## src/rtl/leader_color_clustering_core_macros.svh

```systemverilog
// Assertion macros for the leader color clustering core.
`ifndef LEADER_COLOR_CLUSTERING_CORE_MACROS_SVH
`define LEADER_COLOR_CLUSTERING_CORE_MACROS_SVH
`ifndef SYNTH
`define LCC_ASSERT_IMPL(label, clk, rst_n, ante, cons) \
  label: assert property (@(posedge clk) disable iff (!rst_n) (ante) |-> (cons)) \
    else $error("assertion failed");
`define LCC_ASSERT_NEXT(label, clk, rst_n, ante, cons) \
  label: assert property (@(posedge clk) disable iff (!rst_n) (ante) |=> (cons)) \
    else $error("assertion failed");
`else
`define LCC_ASSERT_IMPL(label, clk, rst_n, ante, cons)
`define LCC_ASSERT_NEXT(label, clk, rst_n, ante, cons)
`endif
`endif

```

## src/rtl/lcc_divider.sv

```systemverilog
// Shared restoring divider: one quotient bit per cycle.
module lcc_divider #(
  parameter int unsigned NW = 30,
  parameter int unsigned DW = 27
) (
  input  logic          clk,
  input  logic          rst_n,
  input  logic          start,
  input  logic [NW-1:0] numer,
  input  logic [DW-1:0] denom,
  output logic          done,
  output logic [NW-1:0] quot
);
  localparam int unsigned CW = $clog2(NW + 1);
  logic [NW-1:0] q_r;
  logic [DW:0]   rem_r;
  logic [DW-1:0] d_r;
  logic [CW-1:0] cnt_r;
  logic          busy_r;
  logic [DW:0]   trial;
  logic [DW:0]   diff;

  assign trial = {rem_r[DW-1:0], q_r[NW-1]};
  assign diff  = trial - {1'b0, d_r};

  always_ff @(posedge clk) begin
    if (!rst_n) begin
      busy_r <= 1'b0;
      done   <= 1'b0;
      cnt_r  <= '0;
    end else begin
      done <= 1'b0;
      if (start) begin
        busy_r <= 1'b1;
        q_r    <= numer;
        rem_r  <= '0;
        d_r    <= denom;
        cnt_r  <= CW'(NW);
      end else if (busy_r) begin
        if (!diff[DW]) begin
          rem_r <= diff;
          q_r   <= {q_r[NW-2:0], 1'b1};
        end else begin
          rem_r <= trial;
          q_r   <= {q_r[NW-2:0], 1'b0};
        end
        cnt_r <= cnt_r - 1'b1;
        if (cnt_r == CW'(1)) begin
          busy_r <= 1'b0;
          done   <= 1'b1;
        end
      end
    end
  end
  assign quot = q_r;
endmodule

```

## config.mk

```make
export PLATFORM = sky130hd
export DESIGN_NAME = lcc_divider
export DESIGN_NICKNAME = d
export VERILOG_FILES = /design/src/rtl/leader_color_clustering_core_macros.svh /design/src/rtl/lcc_divider.sv
export SDC_FILE = /design/constraint.sdc
export NUM_CORES = 1
export LEC_CHECK = 0
export ABC_AREA = 0
export BUFFER_PORTS_ARGS = -buffer_cell sky130_fd_sc_hd__buf_2
export CORE_ASPECT_RATIO = 0.75
export CORE_UTILIZATION = 28
export CTS_CLUSTER_SIZE = 8
export DETAILED_ROUTE_END_ITERATION = 8
export GPL_TIMING_DRIVEN = 0
export HOLD_SLACK_MARGIN = 0.06
export PLACE_DENSITY = 0.57
export SLEW_MARGIN = 25
export SYNTH_ARGS = -nofsm -noshare
export SYNTH_HDL_FRONTEND = slang
export SYNTH_SLANG_ARGS = --single-unit
```

## constraint.sdc

```tcl
create_clock -name clk -period 5.1 [get_ports clk]
set_clock_uncertainty 0.1 [all_clocks]
set_input_delay 0.51 -clock clk [delete_from_list [all_inputs] [get_ports clk]]
set_output_delay 0.51 -clock clk [all_outputs]
set_load 0.005 [all_outputs]
```

==> run metrics <==
Initial Util=0.292; clock power share=0.340; setup TNS=0 ps; IO buf count=89; CTS root buffer=clkbuf_16; critical-path maximum fanout=4; routed wire length=12600 µm; critical path depth in cells=12; largest net degree at the start of global routing=48; DR WL/cell=15.5 µm; fin crit period=3410 ps; Synth area leaders=edfxtp_1 (48%), ha_1 (6.9%), mux2_2 (6.2%); Max stage delay on crit path=between 400 and 500 ps; post-CTS sizing=0; Max Fclk=0.293 GHz; CP Launch Type=register; hold depth=1; Fin Hold WS=around 220 ps; Placer Congestion=0.849; Vias=3972; Sequential cell area=2660 µm²; hpwl dp=9150 µm; Fill cells=1811; CTS tree=done; number of synthesized flops with an enable pin=84; pins over their slew limit=0; # DRC=0; RSZ-0062 raised after global routing=false; layout cells sized above 1=0.287; CP Data Arrival Time=3510 ps; kind of critical path=register to register; Die Span X=between 150 and 200 µm; Slew @ Worst Pin=698 ps; combinational power share=0.245; top-area cell type share of the netlist area=0.480; GRT Util Overall=0.136; Pre-antenna DRT Iters=5; number of global-route vias before repair=3975; relative slew slack=0.535; Worst-Skew Late Latency=360 ps; CTS Buffer Depth=2; Pint=1.57 mW; largest family of logic cells by synthesized area=compound AO/OA/AOI/OAI gates; Hold Vio Cnt, Final=0; Post-Synth Simple-Gate Area=0.102; Hold Path Class=input port to register; sequential power share=0.415; Synth top cells by count=edfxtp_1 (84), a21oi_1 (46), inv_1 (38), o21ai_0 (38); overall power=~2.2 mW; Sw Ratio=0.297; top-count cell post-synth=edfxtp_1; Critical-path top delay cell=or4b_1; r2r worst-path depth=12; Peak VDD IR=162 µV; cell taking the most area after synthesis=edfxtp_1; CP Data Required Time=5200 ps; Overflow after GRT=0; CTS clk-pin slew, worst paths=80 ps; Main synth FF type=edfxtp_1; Ys Warns=0; Syn-to-layout area delta=21.2%; Async S/R FF share, synth=0; endpoint class of the critical path=register; # diodes=0; power density over the cells=350 nW/µm²; Post-Synth Adder-Cell Area=0.0729; Yosys reg bits=91; die area=approximately 19000 µm²; mux contribution to synthesized area=0.0640; Critical Path, Cell by Cell=inv_1, ha_1, inv_1, fa_1, a211o_1, a211o_1, nand3_1, a211o_2, a21oi_1, o31ai_1, or4b_1, a21oi_1; Via density=4.89; post-route ant nets=0; Ports=91; Die Ht=121 µm; Yosys cell types=58; count of buffer and inverter cells on the critical path=2; DRT iter0 DRCs=298; first-pass GRT wire length=20600 µm; Multi-input gate area=between 2000 and 2500 µm²; Final period util=0.668; Net Switching=approximately 0.66 mW; Synth Area in XOR/XNOR=0.0383; Mean Syn Cell Area=11.3 µm²; compound-gate portion of the synthesized area=0.169; Post CTS Setup Buffer Count=0; Synth Instances=between 400 and 500; CTS H-tree depth=3; num rows=42; max-cap violation count=0; status=finished clean; CTS sink count=just over 90; LEAKAGE=2.60 nW; Post-layout nets=656; CORE AREA=18000 µm²; # setup viols final=0; syn_nets=555; synthesized cell area=5260 µm²; cts hold-fix bufs=0; kind of cell adding the most delay to the critical path=compound AO/OA/AOI/OAI gates; sequential element share of the synthesized area=0.507; initial antenna violation count=0; CTS Buf Count=9; post-layout util=0.353
## cells by family (layout without fill, tap and decap cells)
kind of cell               count (synthesis)  after routing
muxes                                     30             30
AOI/OAI and AO/OA                        138            138
xor gates and xnor gates                  23             23
adders and majority gates                 30             30
and+or+nand+nor                           96             96
buffers and inverters                     57            163
DFF                                       91             91
## stage by stage
| step | std cells | setup WS [ps] | cell area, µm² |
|---|---|---|---|
| after floorplan | 465 | 2060 | 5260 |
| after global placement | 796 | 1120 | 6000 |
| after detailed placement | 797 | 1740 | 6040 |
| after CTS | 813 | 1710 | 6370 |
| after global routing | 813 | 1560 | 6370 |
| final | 813 | 1690 | 6370 |
## worst paths after layout
kind                    end  slack, ps       from
setup reg to reg  rem_r[24]       1690   quot[29]
setup / recovery  rem_r[24]       1690   quot[29]
hold reg to reg    cnt_r[4]        470   cnt_r[4]
hold / removal      d_r[25]        220  denom[25]
## power by group through the flow
| stage | registers (mW) | clock network [mW] | logic [mW] |
|---|---|---|---|
| 3_5_place_dp | 0.941 | 0 | 0.540 |
| 4_1_cts | 0.926 | 0.782 | 0.544 |
| 6_report | 0.926 | 0.758 | 0.547 |
| 2_1_floorplan | 0.934 | 0 | 0.400 |
| 3_3_place_gp | 0.942 | 0 | 0.530 |
| 5_1_grt | 0.934 | 0.812 | 0.608 |
## final cells by class
class                      count  area share
sequential                    91       0.418
multi-input combinational    317       0.370
timing repair buffer          90      0.0742
tap                          242      0.0475
clock buffer                   9      0.0354
inverter                      38      0.0224
clock inverter                 7      0.0165
buffer                        19      0.0159
## cell usage in the layout, fill, tap and decap left out, types with 14 or more instances in the layout
master and n:
buf_2 95, edfxtp_1 84, a21oi_1 46, inv_1 38, o21ai_0 38, mux2_2 29, ha_1 29, nand2_1 22
nand3_1 21, xnor2_1 14
## registers in the layout (all words and copies together) (netlist names)
register  cells
rem_r        27
quot         30
busy_r        1
done          1
d_r          27
cnt_r         5
## metal layers
| layer | GRT usage | wire length (µm) | vias to the layer above | part of all wire |
|---|---|---|---|---|
| met2 | 0.193 | 5030 | 151 | 0.40 |
| met4 | 0.0417 | 131 | 0 | 0.010 |
| met1 | 0.191 | 6470 | 1861 | 0.51 |
| met5 | 0 | 0 | - | 0 |
| met3 | 0.0467 | 969 | 14 | 0.077 |
| li1 | - | - | 1946 | - |
## worst register-to-register path, delay by kind of cell (launching register included)
| family | cells | cell delay (ps) |
|---|---|---|
| buffers and inverters | 2 | 130 |
| adder cells (fa/ha/maj) | 2 | 570 |
| AO/OA/AOI/OAI | 6 | 1410 |
| flip-flops | 1 | 420 |
| AND/OR/NAND/NOR | 2 | 610 |
Note: power is estimated with default switching activity, not from simulation.
